[config.mk]
export PLATFORM = sky130hd
export DESIGN_NAME = rotary_encoder_filter_decoder
export DESIGN_NICKNAME = d
export VERILOG_FILES = /design/src/design/rotenc_pkg.sv /design/src/design/rotary_encoder_filter_decoder.sv /design/src/design/rotenc_regs.sv /design/src/design/rotenc_channel.sv
export VERILOG_INCLUDE_DIRS = /design/src /design/src/design
export SDC_FILE = /design/constraint.sdc
export NUM_CORES = 1
export LEC_CHECK = 0
export BUFFER_PORTS_ARGS = -buffer_cell sky130_fd_sc_hd__buf_2
export CORE_MARGIN = 8
export CORE_UTILIZATION = 25
export CTS_BUF_LIST = sky130_fd_sc_hd__clkbuf_8
export DETAILED_ROUTE_END_ITERATION = 7
export GPL_TIMING_DRIVEN = 0
export MAX_ROUTING_LAYER = met4
export SKIP_LAST_GASP = 1
export SLEW_MARGIN = 5
export SYNTH_ARGS = -nofsm -noshare
export SYNTH_HDL_FRONTEND = slang
export SYNTH_SLANG_ARGS = --single-unit
[constraint.sdc]
create_clock -name clk -period 2.17 [get_ports clk]
set_input_delay 0.217 -clock clk [delete_from_list [all_inputs] [get_ports clk]]
set_output_delay 0.217 -clock clk [all_outputs]
set_load 0.03 [all_outputs]
[src/design/rotary_encoder_filter_decoder_assert.svh]
// Assertion macros used by the rotary encoder decoder top level.
`ifndef ROTARY_ENCODER_FILTER_DECODER_ASSERT_SVH
`define ROTARY_ENCODER_FILTER_DECODER_ASSERT_SVH

// Consequent must hold in the cycle after the antecedent.
`define ROTENC_ASSERT_NEXT(lbl, ante, cons, msg) \
  lbl: assert property (@(posedge clk) disable iff (rst) (ante) |=> (cons)) \
    else $error(msg);

// Consequent must hold in the same cycle as the antecedent.
`define ROTENC_ASSERT_NOW(lbl, ante, cons, msg) \
  lbl: assert property (@(posedge clk) disable iff (rst) (ante) |-> (cons)) \
    else $error(msg);

`endif

[src/design/rotenc_pkg.sv]
// Shared types and constants of the rotary encoder decoder.
`timescale 1ns / 1ps

package rotenc_pkg;

  localparam int CHANNELS = 8;
  localparam int PIN_W = 8;
  localparam int CHAN_W = 3;
  localparam int CNT_W = 8;

  localparam int IN_TDATA_W = 24;
  localparam int IN_PAD_W = IN_TDATA_W - 2 * PIN_W - CHAN_W;
  localparam int OUT_TDATA_W = 24;
  localparam int OUT_PAD_W = OUT_TDATA_W - 1 - 2 * PIN_W;

  localparam int ADDR_W = 4;
  localparam int DATA_W = 32;

  localparam logic [CNT_W-1:0] CEILING_RESET = 8'd10;
  localparam logic [CNT_W-1:0] THRESHOLD_RESET = 8'd3;

  typedef enum logic [1:0] {
    KIND_SAMPLE   = 2'd0,
    KIND_DETECT   = 2'd1,
    KIND_READ_CW  = 2'd2,
    KIND_READ_CCW = 2'd3
  } kind_t;

  typedef enum logic [1:0] {
    REG_CEILING   = 2'd0,
    REG_THRESHOLD = 2'd1,
    REG_SWAP      = 2'd2
  } reg_idx_t;

  typedef struct packed {
    logic [CNT_W-1:0] ceiling;
    logic [CNT_W-1:0] threshold;
    logic             swap;
  } cfg_t;

  typedef struct packed {
    logic sample;
    logic detect;
    logic clr_cw;
    logic clr_ccw;
    logic clk_pin;
    logic dt_pin;
  } chan_cmd_t;

endpackage

[src/design/rotary_encoder_filter_decoder.sv]
// Top level of the eight-channel rotary encoder filter and step decoder.
`timescale 1ns / 1ps
`include "rotary_encoder_filter_decoder_assert.svh"

// Usage:
//   Input stream (s_*): one transfer per command. s_tuser carries the kind:
//   sample pins, detect edges, read-and-clear clockwise or counter-clockwise
//   flag. s_tdata carries clock pins, data pins and the channel to read.
//   Output stream (m_*): exactly one transfer per input command, in order,
//   with step_seen and the clockwise / counter-clockwise pending maps as
//   they stand after the command.
//   Path: a taken command sits in the input register; when it advances, the
//   channels update and its result is loaded and offered on m_* from then on.
//   Throughput: one command per cycle unless m_* stalls, set by the single
//   update stage that runs every channel's counters and flags in parallel.
//   Stall: the result register holds while m_tready is low; one more
//   command can sit in the input register, after which s_tready drops.
//   Reset (rst, synchronous): counters, edge history, flags and both stream
//   stages clear; registers return to ceiling 10, threshold 3, no swap.
//   Config (APB) must be written only while no command is in flight; the block does not enforce it.
module rotary_encoder_filter_decoder
  import rotenc_pkg::*;
(
  input  logic                   clk,
  input  logic                   rst,
  // s_tdata: clk_pins[7:0], dt_pins[15:8], channel[18:16], zero pad above
  input  logic                   s_tvalid,
  output logic                   s_tready,
  input  logic [IN_TDATA_W-1:0]  s_tdata,
  // s_tuser: kind[1:0]
  input  logic [1:0]             s_tuser,
  // m_tdata: step_seen[0], cw_pending[8:1], ccw_pending[16:9], zero pad above
  output logic                   m_tvalid,
  input  logic                   m_tready,
  output logic [OUT_TDATA_W-1:0] m_tdata,
  input  logic                   psel,
  input  logic                   penable,
  input  logic                   pwrite,
  input  logic [ADDR_W-1:0]      paddr,
  input  logic [DATA_W-1:0]      pwdata,
  output logic [DATA_W-1:0]      prdata,
  output logic                   pready
);

  cfg_t cfg;

  // input register
  logic              in_valid;
  kind_t             in_kind;
  logic [PIN_W-1:0]  in_clk_pins;
  logic [PIN_W-1:0]  in_dt_pins;
  logic [CHAN_W-1:0] in_channel;

  // result register
  logic              out_valid;
  logic              res_step_seen;
  logic [PIN_W-1:0]  res_cw;
  logic [PIN_W-1:0]  res_ccw;

  logic                advance;
  logic [CHANNELS-1:0] cw_flag, ccw_flag, cw_next, ccw_next, seen_vec;
  logic [PIN_W-1:0]    pend_cw, pend_ccw;
  logic                is_sample, is_detect, is_rd_cw, is_rd_ccw;

  rotenc_regs u_regs (
    .clk     (clk),
    .rst     (rst),
    .psel    (psel),
    .penable (penable),
    .pwrite  (pwrite),
    .paddr   (paddr),
    .pwdata  (pwdata),
    .prdata  (prdata),
    .pready  (pready),
    .cfg     (cfg)
  );

  // an item moves on when the result slot is free or being drained
  assign advance  = in_valid && (!out_valid || m_tready);
  assign s_tready = !in_valid || advance;

  always_ff @(posedge clk) begin
    if (rst) begin
      in_valid <= 1'b0;
    end else if (s_tvalid && s_tready) begin
      in_valid <= 1'b1;
    end else if (advance) begin
      in_valid <= 1'b0;
    end
  end

  always_ff @(posedge clk) begin
    if (s_tvalid && s_tready) begin
      in_kind     <= kind_t'(s_tuser);
      in_clk_pins <= s_tdata[PIN_W-1:0];
      in_dt_pins  <= s_tdata[2*PIN_W-1:PIN_W];
      in_channel  <= s_tdata[2*PIN_W+CHAN_W-1:2*PIN_W];
    end
  end

  assign is_sample = advance && (in_kind == KIND_SAMPLE);
  assign is_detect = advance && (in_kind == KIND_DETECT);
  assign is_rd_cw  = advance && (in_kind == KIND_READ_CW);
  assign is_rd_ccw = advance && (in_kind == KIND_READ_CCW);

  for (genvar i = 0; i < CHANNELS; i++) begin : g_chan
    logic      sel;
    chan_cmd_t cmd;

    assign sel = ({{(32-CHAN_W){1'b0}}, in_channel} == 32'(i));

    assign cmd.sample  = is_sample;
    assign cmd.detect  = is_detect;
    assign cmd.clr_cw  = is_rd_cw && sel;
    assign cmd.clr_ccw = is_rd_ccw && sel;

    // channels past the pin bus always sample low
    if (i < PIN_W) begin : g_pin
      assign cmd.clk_pin = in_clk_pins[i];
      assign cmd.dt_pin  = in_dt_pins[i];
    end else begin : g_nopin
      assign cmd.clk_pin = 1'b0;
      assign cmd.dt_pin  = 1'b0;
    end

    assign seen_vec[i] = (cmd.clr_cw && cw_flag[i]) || (cmd.clr_ccw && ccw_flag[i]);

    rotenc_channel u_chan (
      .clk      (clk),
      .rst      (rst),
      .cfg      (cfg),
      .cmd      (cmd),
      .cw_flag  (cw_flag[i]),
      .ccw_flag (ccw_flag[i]),
      .cw_next  (cw_next[i]),
      .ccw_next (ccw_next[i])
    );
  end

  // pending maps show only the channels that have a pin on the bus
  for (genvar p = 0; p < PIN_W; p++) begin : g_pend
    if (p < CHANNELS) begin : g_on
      assign pend_cw[p]  = cw_next[p];
      assign pend_ccw[p] = ccw_next[p];
    end else begin : g_off
      assign pend_cw[p]  = 1'b0;
      assign pend_ccw[p] = 1'b0;
    end
  end

  always_ff @(posedge clk) begin
    if (rst) begin
      out_valid <= 1'b0;
    end else if (advance) begin
      out_valid <= 1'b1;
    end else if (m_tready) begin
      out_valid <= 1'b0;
    end
  end

  always_ff @(posedge clk) begin
    if (advance) begin
      res_step_seen <= |seen_vec;
      res_cw        <= pend_cw;
      res_ccw       <= pend_ccw;
    end
  end

  assign m_tvalid = out_valid;
  assign m_tdata  = {{OUT_PAD_W{1'b0}}, res_ccw, res_cw, res_step_seen};

  `ROTENC_ASSERT_NEXT(a_in_hold, in_valid && !advance, in_valid && $stable(in_channel) && $stable(in_kind), "blocked input register changed")
  `ROTENC_ASSERT_NEXT(a_result_loaded, advance, out_valid, "processed item produced no result")
  `ROTENC_ASSERT_NEXT(a_seen_only_read, advance && (in_kind == KIND_SAMPLE || in_kind == KIND_DETECT), !res_step_seen, "step_seen set by non-read item")
  `ROTENC_ASSERT_NOW(a_seen_one_hot, 1'b1, $onehot0(seen_vec), "more than one channel cleared")

endmodule

[src/design/rotenc_regs.sv]
// APB register file: filter ceiling, edge threshold, direction swap.
`timescale 1ns / 1ps

module rotenc_regs
  import rotenc_pkg::*;
(
  input  logic              clk,
  input  logic              rst,
  input  logic              psel,
  input  logic              penable,
  input  logic              pwrite,
  input  logic [ADDR_W-1:0] paddr,
  input  logic [DATA_W-1:0] pwdata,
  output logic [DATA_W-1:0] prdata,
  output logic              pready,
  output cfg_t              cfg
);

  logic     wr_en;
  reg_idx_t idx;

  assign pready = 1'b1;
  assign wr_en  = psel && penable && pwrite && pready;
  assign idx    = reg_idx_t'(paddr[3:2]);

  always_ff @(posedge clk) begin
    if (rst) begin
      cfg.ceiling   <= CEILING_RESET;
      cfg.threshold <= THRESHOLD_RESET;
      cfg.swap      <= 1'b0;
    end else if (wr_en) begin
      unique case (idx)
        REG_CEILING:   cfg.ceiling   <= pwdata[CNT_W-1:0];
        REG_THRESHOLD: cfg.threshold <= pwdata[CNT_W-1:0];
        REG_SWAP:      cfg.swap      <= pwdata[0];
        default: ;
      endcase
    end
  end

  always_comb begin
    unique case (idx)
      REG_CEILING:   prdata = {{(DATA_W-CNT_W){1'b0}}, cfg.ceiling};
      REG_THRESHOLD: prdata = {{(DATA_W-CNT_W){1'b0}}, cfg.threshold};
      REG_SWAP:      prdata = {{(DATA_W-1){1'b0}}, cfg.swap};
      default:       prdata = '0;
    endcase
  end

endmodule

[src/design/rotenc_channel.sv]
// One encoder channel: pin filter counters, edge detect, direction flags.
`timescale 1ns / 1ps

module rotenc_channel
  import rotenc_pkg::*;
(
  input  logic      clk,
  input  logic      rst,
  input  cfg_t      cfg,
  input  chan_cmd_t cmd,
  output logic      cw_flag,
  output logic      ccw_flag,
  output logic      cw_next,
  output logic      ccw_next
);

  logic [CNT_W-1:0] clk_cnt, clk_cnt_next;
  logic [CNT_W-1:0] dt_cnt, dt_cnt_next;
  logic             last_clk, last_clk_next;
  logic             clk_filt, dt_filt;

  // saturating up/down debounce counter
  function automatic logic [CNT_W-1:0] filter_move(
    input logic [CNT_W-1:0] count,
    input logic             high,
    input logic [CNT_W-1:0] ceiling
  );
    logic [CNT_W-1:0] res;
    res = count;
    if (high) begin
      if (count < ceiling) res = count + 8'd1;
    end else if (count != '0) begin
      res = count - 8'd1;
    end
    return res;
  endfunction

  assign clk_filt = clk_cnt > cfg.threshold;
  assign dt_filt  = dt_cnt > cfg.threshold;

  always_comb begin
    clk_cnt_next  = clk_cnt;
    dt_cnt_next   = dt_cnt;
    last_clk_next = last_clk;
    cw_next       = cw_flag;
    ccw_next      = ccw_flag;
    if (cmd.sample) begin
      clk_cnt_next = filter_move(clk_cnt, cmd.clk_pin, cfg.ceiling);
      dt_cnt_next  = filter_move(dt_cnt, cmd.dt_pin, cfg.ceiling);
    end
    if (cmd.detect) begin
      last_clk_next = clk_filt;
      if (!last_clk && clk_filt) begin
        if (dt_filt ^ cfg.swap) ccw_next = 1'b1;
        else                    cw_next  = 1'b1;
      end
    end
    if (cmd.clr_cw)  cw_next  = 1'b0;
    if (cmd.clr_ccw) ccw_next = 1'b0;
  end

  always_ff @(posedge clk) begin
    if (rst) begin
      clk_cnt  <= '0;
      dt_cnt   <= '0;
      last_clk <= 1'b0;
      cw_flag  <= 1'b0;
      ccw_flag <= 1'b0;
    end else begin
      clk_cnt  <= clk_cnt_next;
      dt_cnt   <= dt_cnt_next;
      last_clk <= last_clk_next;
      cw_flag  <= cw_next;
      ccw_flag <= ccw_next;
    end
  end

endmodule

Yosys cells after proc, flatten, opt, wreduce, memory -nomap -nowiden
Cells that the tools add are included.
{"block": "op_classes", "eq_ne": 28, "n_bitwise": 8, "add_sub_neg": 32, "mux": 117, "n_reduce_logical": 125, "order_cmp": 32}
{"operator": "two-way mux 8 bit", "count": 48}
{"operator": "adder 8 x 1 -> 8 bit (second input constant)", "count": 16}
{"operator": "greater-than comparator 8 bit", "count": 16}
{"operator": "< comparator 8 bit", "count": 16}
{"operator": "nonzero test 8 bit", "count": 16}
{"operator": "subtractor 8 x 1 -> 8 bit (second input constant)", "count": 16}
{"operator": "two-way mux 1 bit", "count": 68}
{"operator": "logical AND 1 bit", "count": 48}
{"operator": "AND reduction 3 bit", "count": 16}
{"operator": "nonzero test 2 bit", "count": 18}
{"operator": "inequality test 2 x 1 -> 1 bit (second input constant)", "count": 16}
{"operator": "one-hot mux 8 bit (3 select lines)", "count": 1}
{"operator": "== test 3 bit (second input constant)", "count": 4}
{"operator": "zero test 1 bit", "count": 10}
{"operator": "logical OR 1 bit", "count": 10}
{"operator": "OR reduction 8 bit", "count": 1}
{"operator": "bitwise XOR 1 bit", "count": 8}
{"operator": "== test 2 bit (second input constant)", "count": 3}
{"operator": "== test 3 x 2 -> 1 bit (second input constant)", "count": 2}
{"operator": "AND reduction 2 bit", "count": 3}
{"operator": "== test 2 x 1 -> 1 bit (second input constant)", "count": 2}
{"operator": "zero test 2 bit", "count": 2}
{"operator": "== test 3 x 1 -> 1 bit (second input constant)", "count": 1}
{"operator": "zero test 3 bit", "count": 1}
{"block": "word_totals", "elab_cells": 394, "regBits": 209, "output_inout_bits": 59, "in_bits": 69}

Longest topological paths before layout
Gate-level depths: netlist of run 1.
{"block": "logic_depth", "depth_word": 8, "mapped_depth": 8, "mapped_depth_nobuf": 8}

By module
From an unflattened synthesis of run 1, not the netlist that was laid out.
{"block": "unflattened", "cells_unflattened": 2104, "area_unflattened_um2": 18768.0}
{"module": "rotenc_channel (g_chan[0].u_chan ...)", "cells_each": 234, "instances": 5, "area_per_inst_um2": 2006.9}
{"module": "rotenc_channel (g_chan[2].u_chan ...)", "cells_each": 233, "instances": 3, "area_per_inst_um2": 2010.7}
{"module": "rotary_encoder_filter_decoder", "cells_each": 117, "instances": 1, "area_per_inst_um2": 1640.3}
{"module": "rotenc_regs", "cells_each": 118, "instances": 1, "area_per_inst_um2": 1061.0}

Least setup slack after synthesis of run 1
OpenSTA, ideal clock, no wires.
{"block": "synth_path", "path_type": "register -> register", "from": "register u_regs.cfg[15] (netlist name)", "to": "register g_chan[4].u_chan.clk_cnt[7]", "stages_incl_launch_ff": 9, "arrival_time_ns": 2.252, "slack_ns": -0.153, "setup_time_ns": 0.070, "path_buffers": 0, "required_time_ns": 2.100, "period_less_slack_ns": 2.323, "cell_sequence": "dfxtp_1 > inv_1 > ha_1 > a21o_1 > a211oi_1 > o21ai_2 > or3_1 > or3_1 > a21oi_1"}
{"block": "synth_between", "elab_chain_cells": 3}
{"element": "< comparator 8 bit", "line_no": "rotenc_channel.sv:31", "rtl": "if (count < ceiling) res = count + 8'd1;"}
{"element": "inequality test 2 x 1 -> 1 bit (no source line)"}
{"element": "AND reduction 3 bit (no source line)"}
{"element": "end signal: assignment", "line_no": "rotenc_channel.sv:70", "rtl": "clk_cnt <= clk_cnt_next;"}
{"element": "end: declaration", "line_no": "rotenc_channel.sv:17", "rtl": "logic [CNT_W-1:0] clk_cnt, clk_cnt_next;"}
Every way passes these cells.
A chain may end at the register's enable or synchronous reset.

Worst setup path after layout of run 1
{"block": "layout_path", "from": "register u_regs.cfg[15] (netlist name)", "to": "register g_chan[6].u_chan.clk_cnt[7]"}
{"block": "layout_between", "elab_chain_cells": 3}
{"element": "< comparator 8 bit", "line_no": "rotenc_channel.sv:31"}
{"element": "inequality test 2 x 1 -> 1 bit (no source line)"}
{"element": "AND reduction 3 bit (no source line)"}
{"element": "end signal: assignment", "line_no": "rotenc_channel.sv:70"}
{"element": "end: declaration", "line_no": "rotenc_channel.sv:17"}
Every way passes these cells.

==> results of run 1 <==
[registers in the layout, summed over array words and instances, names as in the netlist]
| register | flops |
|---|---|
| in_clk_pins | 8 |
| u_regs.cfg | 17 |
| res_ccw | 8 |
| in_dt_pins | 8 |
| g_chan.u_chan.dt_cnt | 64 |
| in_channel | 3 |
| m_tvalid | 1 |
| g_chan.u_chan.last_clk | 8 |
| g_chan.u_chan.ccw_flag | 8 |
| in_valid | 1 |
| res_step_seen | 1 |
| g_chan.u_chan.clk_cnt | 64 |
| g_chan.u_chan.cw_flag | 8 |
| res_cw | 8 |
| in_kind | 2 |
[metal layers]
metal  part of all wire  GRT usage  wire length (µm)
met1               0.46      0.178             26200
met2               0.46      0.215             26500
met3              0.065     0.0305              3720
met4              0.019     0.0333              1090
met5                  0          -                 0
[synthesized netlist by cell type (18+ instances only)]
library cell and instances:
a21oi_1 170, ha_1 336, buf_4 34, nand3_1 73
dfxtp_1 171, clkbuf_1 22, nand4_1 28, nor4_1 34
a21o_1 41, or3_1 30, o21bai_1 18, edfxtp_1 38
mux2i_1 109, nand2_1 80, o211ai_1 24, xnor2_1 109
nor2_1 221, a211oi_1 64, nor3_1 30, o21ai_0 67
inv_1 86
[stage by stage]
stage                      util  worst slack (ns)
final                     0.343            -0.293
after detailed placement  0.276             -1.05
after floorplan               -            -0.153
after global routing      0.343            -0.334
after CTS                 0.326            -0.216
after global placement    0.276             -1.01
[area by class of cell]
cell class / count / share of cell area
Buffer: 64 / 0.0166
Clock inverter: 29 / 0.00718
Inverter: 86 / 0.0166
Tap cell: 950 / 0.0487
Timing Repair Buffer: 240 / 0.0942
Multi-Input combinational cell: 1669 / 0.600
Sequential cell: 209 / 0.188
Antenna cell: 2 / 0.000205
Clock buffer: 50 / 0.0282
[cell families (layout without fill, tap and decap cells)]
logic type,after synthesis,in the layout
mux,113,113
compound gates,465,465
buf+inv,151,469
other cells,2,34
fa+ha+maj,352,352
xor+xnor,121,121
flops,209,209
simple gates,586,586
[how the worst min path moves through the flow]
stage / startpoint / endpoint / slack, ns / cells past startpoint
2_1_floorplan: s_tdata[16] / in_channel[0] / 0.32 / 0
3_3_place_gp: s_tdata[11] / in_dt_pins[3] / 0.39 / 1
3_5_place_dp: s_tdata[11] / in_dt_pins[3] / 0.40 / 1
4_1_cts: paddr[3] / u_regs.cfg[12] / 0.01 / 3
5_1_grt: paddr[3] / u_regs.cfg[12] / 0.06 / 3
6_report: paddr[3] / u_regs.cfg[12] / 0.06 / 3
[repair_timing]
item                       4_1_cts  5_1_grt
gates cloned                     0        1
setup endpoints to repair      192      167
buffers inserted               116       31
pin swaps                      107      109
hold buffers                    30        0
resized for setup              242      158
hold endpoints to repair        39        0
[critical path: stages, from the launching register on]
cell        delay [ns]
dfxtp_2           0.35
clkinvlp_4        0.13
buf_12            0.18
ha_1              0.32
a21o_1            0.19
a211oi_2          0.24
o21ai_2           0.09
or3_4             0.39
or3_1             0.35
a21oi_1           0.14
[power groups by stage]
stage / registers [mW] / logic (mW) / clock network (mW)
floorplan: 4.22 / 1.16 / 0
global placement: 4.25 / 1.51 / 0
detailed placement: 4.25 / 1.54 / 0
CTS: 4.18 / 1.81 / 4.36
global route: 4.19 / 2.17 / 4.55
finish: 4.18 / 1.99 / 4.26
==> out/metrics.cfg, run 1 <==
[status]
status = finished with violations
violations = negative setup slack

[power]
peakVddDrop_mv = 0.288
p_sw_frac = 0.304
power.share.clock = 0.409
p_int_mw = 7.25
p_comb_frac = 0.191
finalPower_mw = 10.4
p_per_area_nw_per_um2 = 427
switchingPower_mw = 3.17
p_leak_nw = 10.0
seqPwrFrac = 0.401

[cells_and_area]
layout_commonest_cell = ha_1
regArea_um2 = 4600
fin_area_um2 = 24400
final_cells = 3299
syn2layout_area_growth_pct = 36.0
fill_cells = 7153
multi_input_area_um2 = 14600
layout_common_cells = ha_1, nor2_1, dfxtp_1
drive_above_1_share = 0.268
layout.nets = 2734

[route]
wl_mm = 57.5
drtIter0Drc = 921
vias_per_cell = 4.95
drt_pre_antenna_iters = 5
antenna_left = 0
drcViolationCount = 0
vias = 16300
wl_per_cell_um = 17.4

[yosys]
synth_top_cell_by_area = ha_1
synth-seq-cells = 209
ys.flop_type = dfxtp_1
synth_cells = 1999
synth-seq-area-share = 0.254
synthArstFlopShare = 0
synth_xor_area_frac = 0.0590
syn_avg_cell_area_um2 = 8.98
ys.warnings.count = 0
syn-cell-area_um2 = 18000
netlist.area_leader.share = 0.234
synth-compound-area-share = 0.168
synthTopCellsByArea = ha_1, dfxtp_1, edfxtp_1
synth_edf_count = 38
synthAdderAreaFrac = 0.252
synth_top_family_by_area = adder cells
ys_types = 72
synthMuxAreaShare = 0.0639
yosys.area_share.simple = 0.163

[floorplan]
io_pins = 128
row_count = 98
start_util = 0.252
die_y_um = 284
die_area_um2 = 80700
die_x_um = 284
core_area_um2 = 71200

[critical_path]
crit_path_max_fanout = 9
crit_end = g_chan[6].u_chan.clk_cnt[7]
crit_required_ns = 2.70
worstPathArrival_ns = 2.99
r2r_start = u_regs.cfg[15]
crit_start = u_regs.cfg[15]
crit_type = register to register
r2r_setup_slack_ns = -0.29
rr_worst_depth = 9
endpoint_kind = register
start_kind = register
rr_endpoint = g_chan[6].u_chan.clk_cnt[7]

[sta]
tightest_slew_ns = 1.08
rsz0062_at_grt = yes
setup_violations = 121
finalCriticalPeriod_ns = 2.46
whs_ns = 0.0598
hold_viol_final = 0
final-max-slew-violation-count = 0
relSlewSlack = 0.282
final.setup.worst_slack_ns = -0.293
clock_skew_ns = 0.0331
fin_crit_sh = 1.13
max_freq_mhz = 406
fin_tns_setup_ns = -13.16

[clocking]
clkSlewWorstSetupHoldPaths_ns = 0.06
cts_tree = yes
cts_buffers = 43
htree_levels = 2
clock-root-buffer = clkbuf_8
cts_buffer_depth = 3
cts_sinks = 209
clk_latency_ns = 0.62

[place]
place_congestion = 0.840
dp_hpwl_mm = 37.0
postPlaceCellArea_um2 = 19700
port_buffers = 63
place_inst = 3043

[global_route]
grt_pass1_vias = 15800
grt_max_degree = 22
grt.overflow.total = 0
antenna_found_initial = 2
grtUsageTotal = 0.137
grt_pass1_wl_mm = 87.4

[flow_run]
drv_cap = 0

[worst_hold_path]
hold_path.class = primary input to register

Note: power is estimated with default switching activity, not from simulation.
==> run 2, diff against run 1 <==
--- a/config.mk
+++ b/config.mk
@@ -17,4 +17,5 @@
 export SLEW_MARGIN = 5
 export SYNTH_ARGS = -nofsm -noshare
 export SYNTH_HDL_FRONTEND = slang
+export SYNTH_HIERARCHICAL = 1
 export SYNTH_SLANG_ARGS = --single-unit
==> run 2 against run 1 <==
Net effect:
- the flow still finishes with violations (negative setup slack)
- register-to-register slack better by 0.12 ns
- core utilization up 0.47 points
- critical path depth grew 2
- first-iteration DRC count is 5.6% higher
- largest power group is now sequential cells
- synthesized cell count up 5.3%
==> out/metrics.cfg, run 2 <==
[route]
drt_pre_antenna_iters = 5
vias_per_cell = 4.87
drtIter0Drc = 973
vias = 16900
antenna_left = 0
wl_mm = 58.2
wl_per_cell_um = 16.8
drcViolationCount = 0

[sta]
final-max-slew-violation-count = 0
hold_viol_final = 0
finalCriticalPeriod_ns = 2.35
fin_crit_sh = 1.08
clock_skew_ns = 0.0289
relSlewSlack = 0.393
max_freq_mhz = 426
rsz0062_at_grt = yes
final.setup.worst_slack_ns = -0.178
tightest_slew_ns = 0.910
setup_violations = 22

[power]
seqPwrFrac = 0.408
switchingPower_mw = 3.12
peakVddDrop_mv = 0.310
p_sw_frac = 0.304
p_int_mw = 7.13
p_comb_frac = 0.207
finalPower_mw = 10.2
p_leak_nw = 11.3
p_per_area_nw_per_um2 = 396
power.share.clock = 0.385

[floorplan]
die_x_um = 290
io_pins = 128
start_util = 0.252
die_area_um2 = 84100
die_y_um = 290
row_count = 100
core_area_um2 = 74400

[cells_and_area]
layout_commonest_cell = ha_1
top_regs = g_chan.u_chan/clk_cnt: 64 flops, g_chan.u_chan/dt_cnt: 64 flops, u_regs/cfg: 17 flops
fin_area_um2 = 25900
fill_cells = 7342
layout.nets = 2882
layout_common_cells = ha_1, nor2_1, buf_4
drive_above_1_share = 0.302
syn2layout_area_growth_pct = 37.8

[global_route]
grt_pass1_vias = 15800
grt_pass1_wl_mm = 86.9
grt_max_degree = 43
antenna_found_initial = 3
grtUsageTotal = 0.129
grt.overflow.total = 0

[yosys]
synth-seq-area-share = 0.243
netlist.area_leader.share = 0.224
syn_avg_cell_area_um2 = 8.92
synth_edf_count = 38
ys.warnings.count = 6
yosysMostFrequentCell = ha_1
synth-seq-cells = 209
synth_top_cell_by_area = ha_1
synthArstFlopShare = 0
synth_cells = 2104
synthTopCellsByCount = ha_1, nor2_1, dfxtp_1
ys.flop_type = dfxtp_1
ys_types = 67
synthTopCellsByArea = ha_1, dfxtp_1, mux2i_1
syn-cell-area_um2 = 18800

[critical_path]
worstPathArrival_ns = 2.72
crit_path_max_fanout = 5
start_kind = register
crit_required_ns = 2.54
endpoint_kind = register
crit_type = register to register

[clocking]
cts_buffers = 38
clkSlewWorstSetupHoldPaths_ns = 0.07
htree_levels = 2
clk_latency_ns = 0.58
clock-root-buffer = clkbuf_8
cts_buffer_depth = 3
cts_sinks = 209
cts_tree = yes

[place]
port_buffers = 64
dp_hpwl_mm = 37.5
postPlaceCellArea_um2 = 20500
place_congestion = 0.818

[status]
violations = negative setup slack
status = finished with violations

[flow_run]
drv_cap = 0

[worst_hold_path]
hold_path.class = primary input to register

run 2: metrics by stage:
step	worst slack [ns]	TNS [ns]	cells	utilization	hold WS, ns
2_1_floorplan	-0.0610	-0.671	2133	-	0.280
3_3_place_gp	-1.19	-132.41	3166	0.275	0.396
3_5_place_dp	-1.13	-104.49	3168	0.276	0.396
4_1_cts	-0.0900	-1.04	3368	0.316	0.00732
5_1_grt	-0.217	-4.98	3460	0.347	0.0487
6_report	-0.178	-1.95	3460	0.347	0.0542
run 2: final cells by class:
class,count,area (µm²),share of cell area
Antenna cell,1,2.50,0.0000968
Buffer,60,375,0.0145
Multi-Input combinational cell,1702,15600,0.604
Clock inverter,21,110,0.00426
Timing Repair Buffer,287,2510,0.0970
Inverter,163,731,0.0283
Clock buffer,48,661,0.0255
Tap cell,969,1210,0.0469
Sequential cell,209,4640,0.179
run 2: power by group through the flow:
stage	combinational (mW)	clock, mW	sequential (mW)
after detailed placement	1.49	0	4.28
after floorplan	1.16	0	4.23
after CTS	1.79	4.07	4.17
final	2.12	3.94	4.18
after global placement	1.47	0	4.28
after global routing	2.32	4.26	4.19
run 2: timing repair:
| item | in CTS | in global routing |
|---|---|---|
| endpoints found under the hold margin | 40 | 0 |
| gates cloned | 1 | 0 |
| gates resized for setup | 225 | 286 |
| hold buffers | 34 | 0 |
| pin swaps | 80 | 189 |
| setup endpoints to repair | 176 | 108 |
| setup buffers | 96 | 92 |
run 2: cell families after synthesis:
| logic type | after synthesis | share of synthesized area |
|---|---|---|
| buf+inv | 223 | 0.0523 |
| flops | 209 | 0.243 |
| fa+ha+maj | 352 | 0.241 |
| mux | 122 | 0.0651 |
| xor+xnor | 112 | 0.0523 |
| compound gates | 473 | 0.177 |
| other cells | 3 | 0.000600 |
| simple gates | 610 | 0.168 |
run 2: worst paths after layout:
path / startpoint / endpoint / slack [ns] / cells after the start
worst max-delay path: u_regs/cfg[4] / res_cw[5] / -0.18 / 11
worst min-delay path: paddr[3] / u_regs/cfg[15] / 0.05 / 3
worst max register to register: u_regs/cfg[4] / res_cw[5] / -0.18 / 11
worst min register to register: g_chan[0].u_chan/last_clk / g_chan[0].u_chan/last_clk / 0.48 / 2
run 2: per-layer routing:
| metal | track usage | share of wire | up-vias |
|---|---|---|---|
| li1 | - | - | 8405 |
| met2 | 0.192 | 0.43 | 425 |
| met3 | 0.0273 | 0.063 | 66 |
| met1 | 0.179 | 0.49 | 7955 |
| met5 | - | 0 | - |
| met4 | 0.0271 | 0.017 | 0 |
run 2: worst max-delay path: stages (launching register included):
cell and delay [ns]:
dfxtp_4 0.36, buf_12 0.14, buf_4 0.15, inv_4 0.07
ha_4 0.20, a21o_1 0.17, a21oi_2 0.15, nand2_2 0.11
o311ai_4 0.27, buf_4 0.17, nor2_4 0.04, o31ai_4 0.31
==> run 3, diff against run 2 <==
--- a/config.mk
+++ b/config.mk
@@ -7,12 +7,14 @@
 export NUM_CORES = 1
 export LEC_CHECK = 0
 export BUFFER_PORTS_ARGS = -buffer_cell sky130_fd_sc_hd__buf_2
+export CORE_ASPECT_RATIO = 0.8
 export CORE_MARGIN = 8
 export CORE_UTILIZATION = 25
 export CTS_BUF_LIST = sky130_fd_sc_hd__clkbuf_8
 export DETAILED_ROUTE_END_ITERATION = 7
 export GPL_TIMING_DRIVEN = 0
 export MAX_ROUTING_LAYER = met4
+export SKIP_CTS_REPAIR_TIMING = 1
 export SKIP_LAST_GASP = 1
 export SLEW_MARGIN = 5
 export SYNTH_ARGS = -nofsm -noshare
==> run 3 against run 2 <==
Net effect:
- the flow still finishes with violations (negative setup slack)
- highest routed layer unchanged
- worst hold slack better by 0.0015 ns
- clock-buffer cell count fell by 6
- via count increased by 0.31%
- combinational power about the same
- clock skew about the same
- global-route usage shrank 0.24 points
==> out/metrics.cfg, run 3 (synthesis gave the netlist of run 2 again) <==
[route]
vias = 16900
drtIter0Drc = 1165
antenna_left = 0
wl_mm = 59.3
drcViolationCount = 0
drt-met1-wl_mm = 29.6
drt_pre_antenna_iters = 6
vias_per_cell = 4.83
met2_length_mm = 24.5
wl_per_cell_um = 16.9
wl_met3_mm = 4.39
top_layer_used = met4

[cells_and_area]
layout.nets = 2880
syn2layout_area_growth_pct = 36.8
multi_input_area_um2 = 15400
fill_cells = 7485
fin_util = 0.343
layout_commonest_cell = ha_1
layout_common_cells = ha_1, nor2_1, buf_4
top_regs = g_chan.u_chan/clk_cnt: 64 flops, g_chan.u_chan/dt_cnt: 64 flops, u_regs/cfg: 17 flops
drive_above_1_share = 0.300
regArea_um2 = 4630

[floorplan]
core_area_um2 = 74900
die_area_um2 = 84200
die_x_um = 322
io_pins = 128
die_y_um = 261
start_util = 0.251
row_count = 90

[status]
violations = negative setup slack
status = finished with violations

[global_route]
grt.overflow.total = 0
grt_pass1_wl_mm = 83.0
grt_max_degree = 43
grtUsageTotal = 0.127
antenna_found_initial = 2
grt_pass1_vias = 14700

[power]
p_leak_nw = 11.2
peakVddDrop_mv = 0.355
p_per_area_nw_per_um2 = 405

[sta]
max_freq_mhz = 411
tightest_slew_ns = 1.02
fin_crit_sh = 1.12
final-max-slew-violation-count = 0
finalCriticalPeriod_ns = 2.43
relSlewSlack = 0.319
fin_tns_setup_ns = -3.74
setup_violations = 37
rsz0062_at_grt = yes
hold_viol_final = 0
final.setup.worst_slack_ns = -0.261
clock_skew_ns = 0.0285

[clocking]
clkSlewWorstSetupHoldPaths_ns = 0.07
clock-root-buffer = clkbuf_8
clk_latency_ns = 0.58
cts_tree = yes
cts_buffers = 36
cts_sinks = 209
htree_levels = 2
cts_buffer_depth = 3

[critical_path]
crit_path_max_fanout = 7
crit_type = register to register
endpoint_kind = register
worstPathArrival_ns = 2.87
start_kind = register
crit_required_ns = 2.61

[worst_hold_path]
hold_path.class = primary input to register

[flow_run]
drv_cap = 0

[place]
place_ws_ns = -1.22
place_congestion = 0.845
dp_hpwl_mm = 39.2
port_buffers = 64

-- run 3: worst max-delay path, stage by stage, from the launching register on --
cell and delay (ns):
edfxtp_1 0.46, clkinvlp_4 0.25, buf_6 0.18, ha_4 0.23, nand2_1 0.07, o211ai_1 0.13
o41ai_2 0.36, xnor2_1 0.14, buf_4 0.14, o21ai_0 0.23, a21oi_2 0.09
-- run 3: final cells by class --
cell class,count,share of cell area
Antenna cell,2,0.000195
Sequential cell,209,0.180
Timing Repair Buffer,287,0.0990
Clock inverter,22,0.00755
Multi-Input combinational cell,1701,0.598
Tap cell,1012,0.0493
Timing Repair inverter,1,0.000195
Inverter,163,0.0279
Buffer,60,0.0148
Clock buffer,42,0.0225
-- run 3: final timing paths --
kind / start / to / slack, ns / cells past startpoint
worst min-delay path: paddr[3] / u_regs/cfg[4] / 0.06 / 3
worst max-delay path: in_dt_pins[1] / g_chan[1].u_chan/dt_cnt[7] / -0.26 / 10
worst min register to register: g_chan[3].u_chan/last_clk / g_chan[3].u_chan/last_clk / 0.48 / 2
worst max register to register: in_dt_pins[1] / g_chan[1].u_chan/dt_cnt[7] / -0.26 / 10
-- run 3: per-stage QoR --
| stage | instances | cell area, µm² | hold WS (ns) | power (mW) |
|---|---|---|---|---|
| after detailed placement | 3213 | 20600 | 0.395 | 5.79 |
| after floorplan | 2133 | 18900 | 0.280 | 5.39 |
| after CTS | 3277 | 21400 | -0.220 | 9.92 |
| after global routing | 3497 | 25700 | 0.0498 | 10.9 |
| final | 3499 | 25700 | 0.0557 | 10.4 |
| after global placement | 3209 | 20500 | 0.393 | 5.77 |
-- run 3: metal layers --
layer,vias to the layer above,GRT usage
met4,0,0.0243
met3,63,0.0214
met2,459,0.172
met1,7987,0.194
met5,-,-
li1,8394,-
-- run 3: where the power goes --
group / switching [mW] / internal (mW) / total, mW / leakage (nW)
combinational: 1.11 / 0.979 / 2.09 / 9.03
clock: 1.90 / 2.24 / 4.14 / 0.440
sequential: 0.159 / 4.02 / 4.18 / 1.76
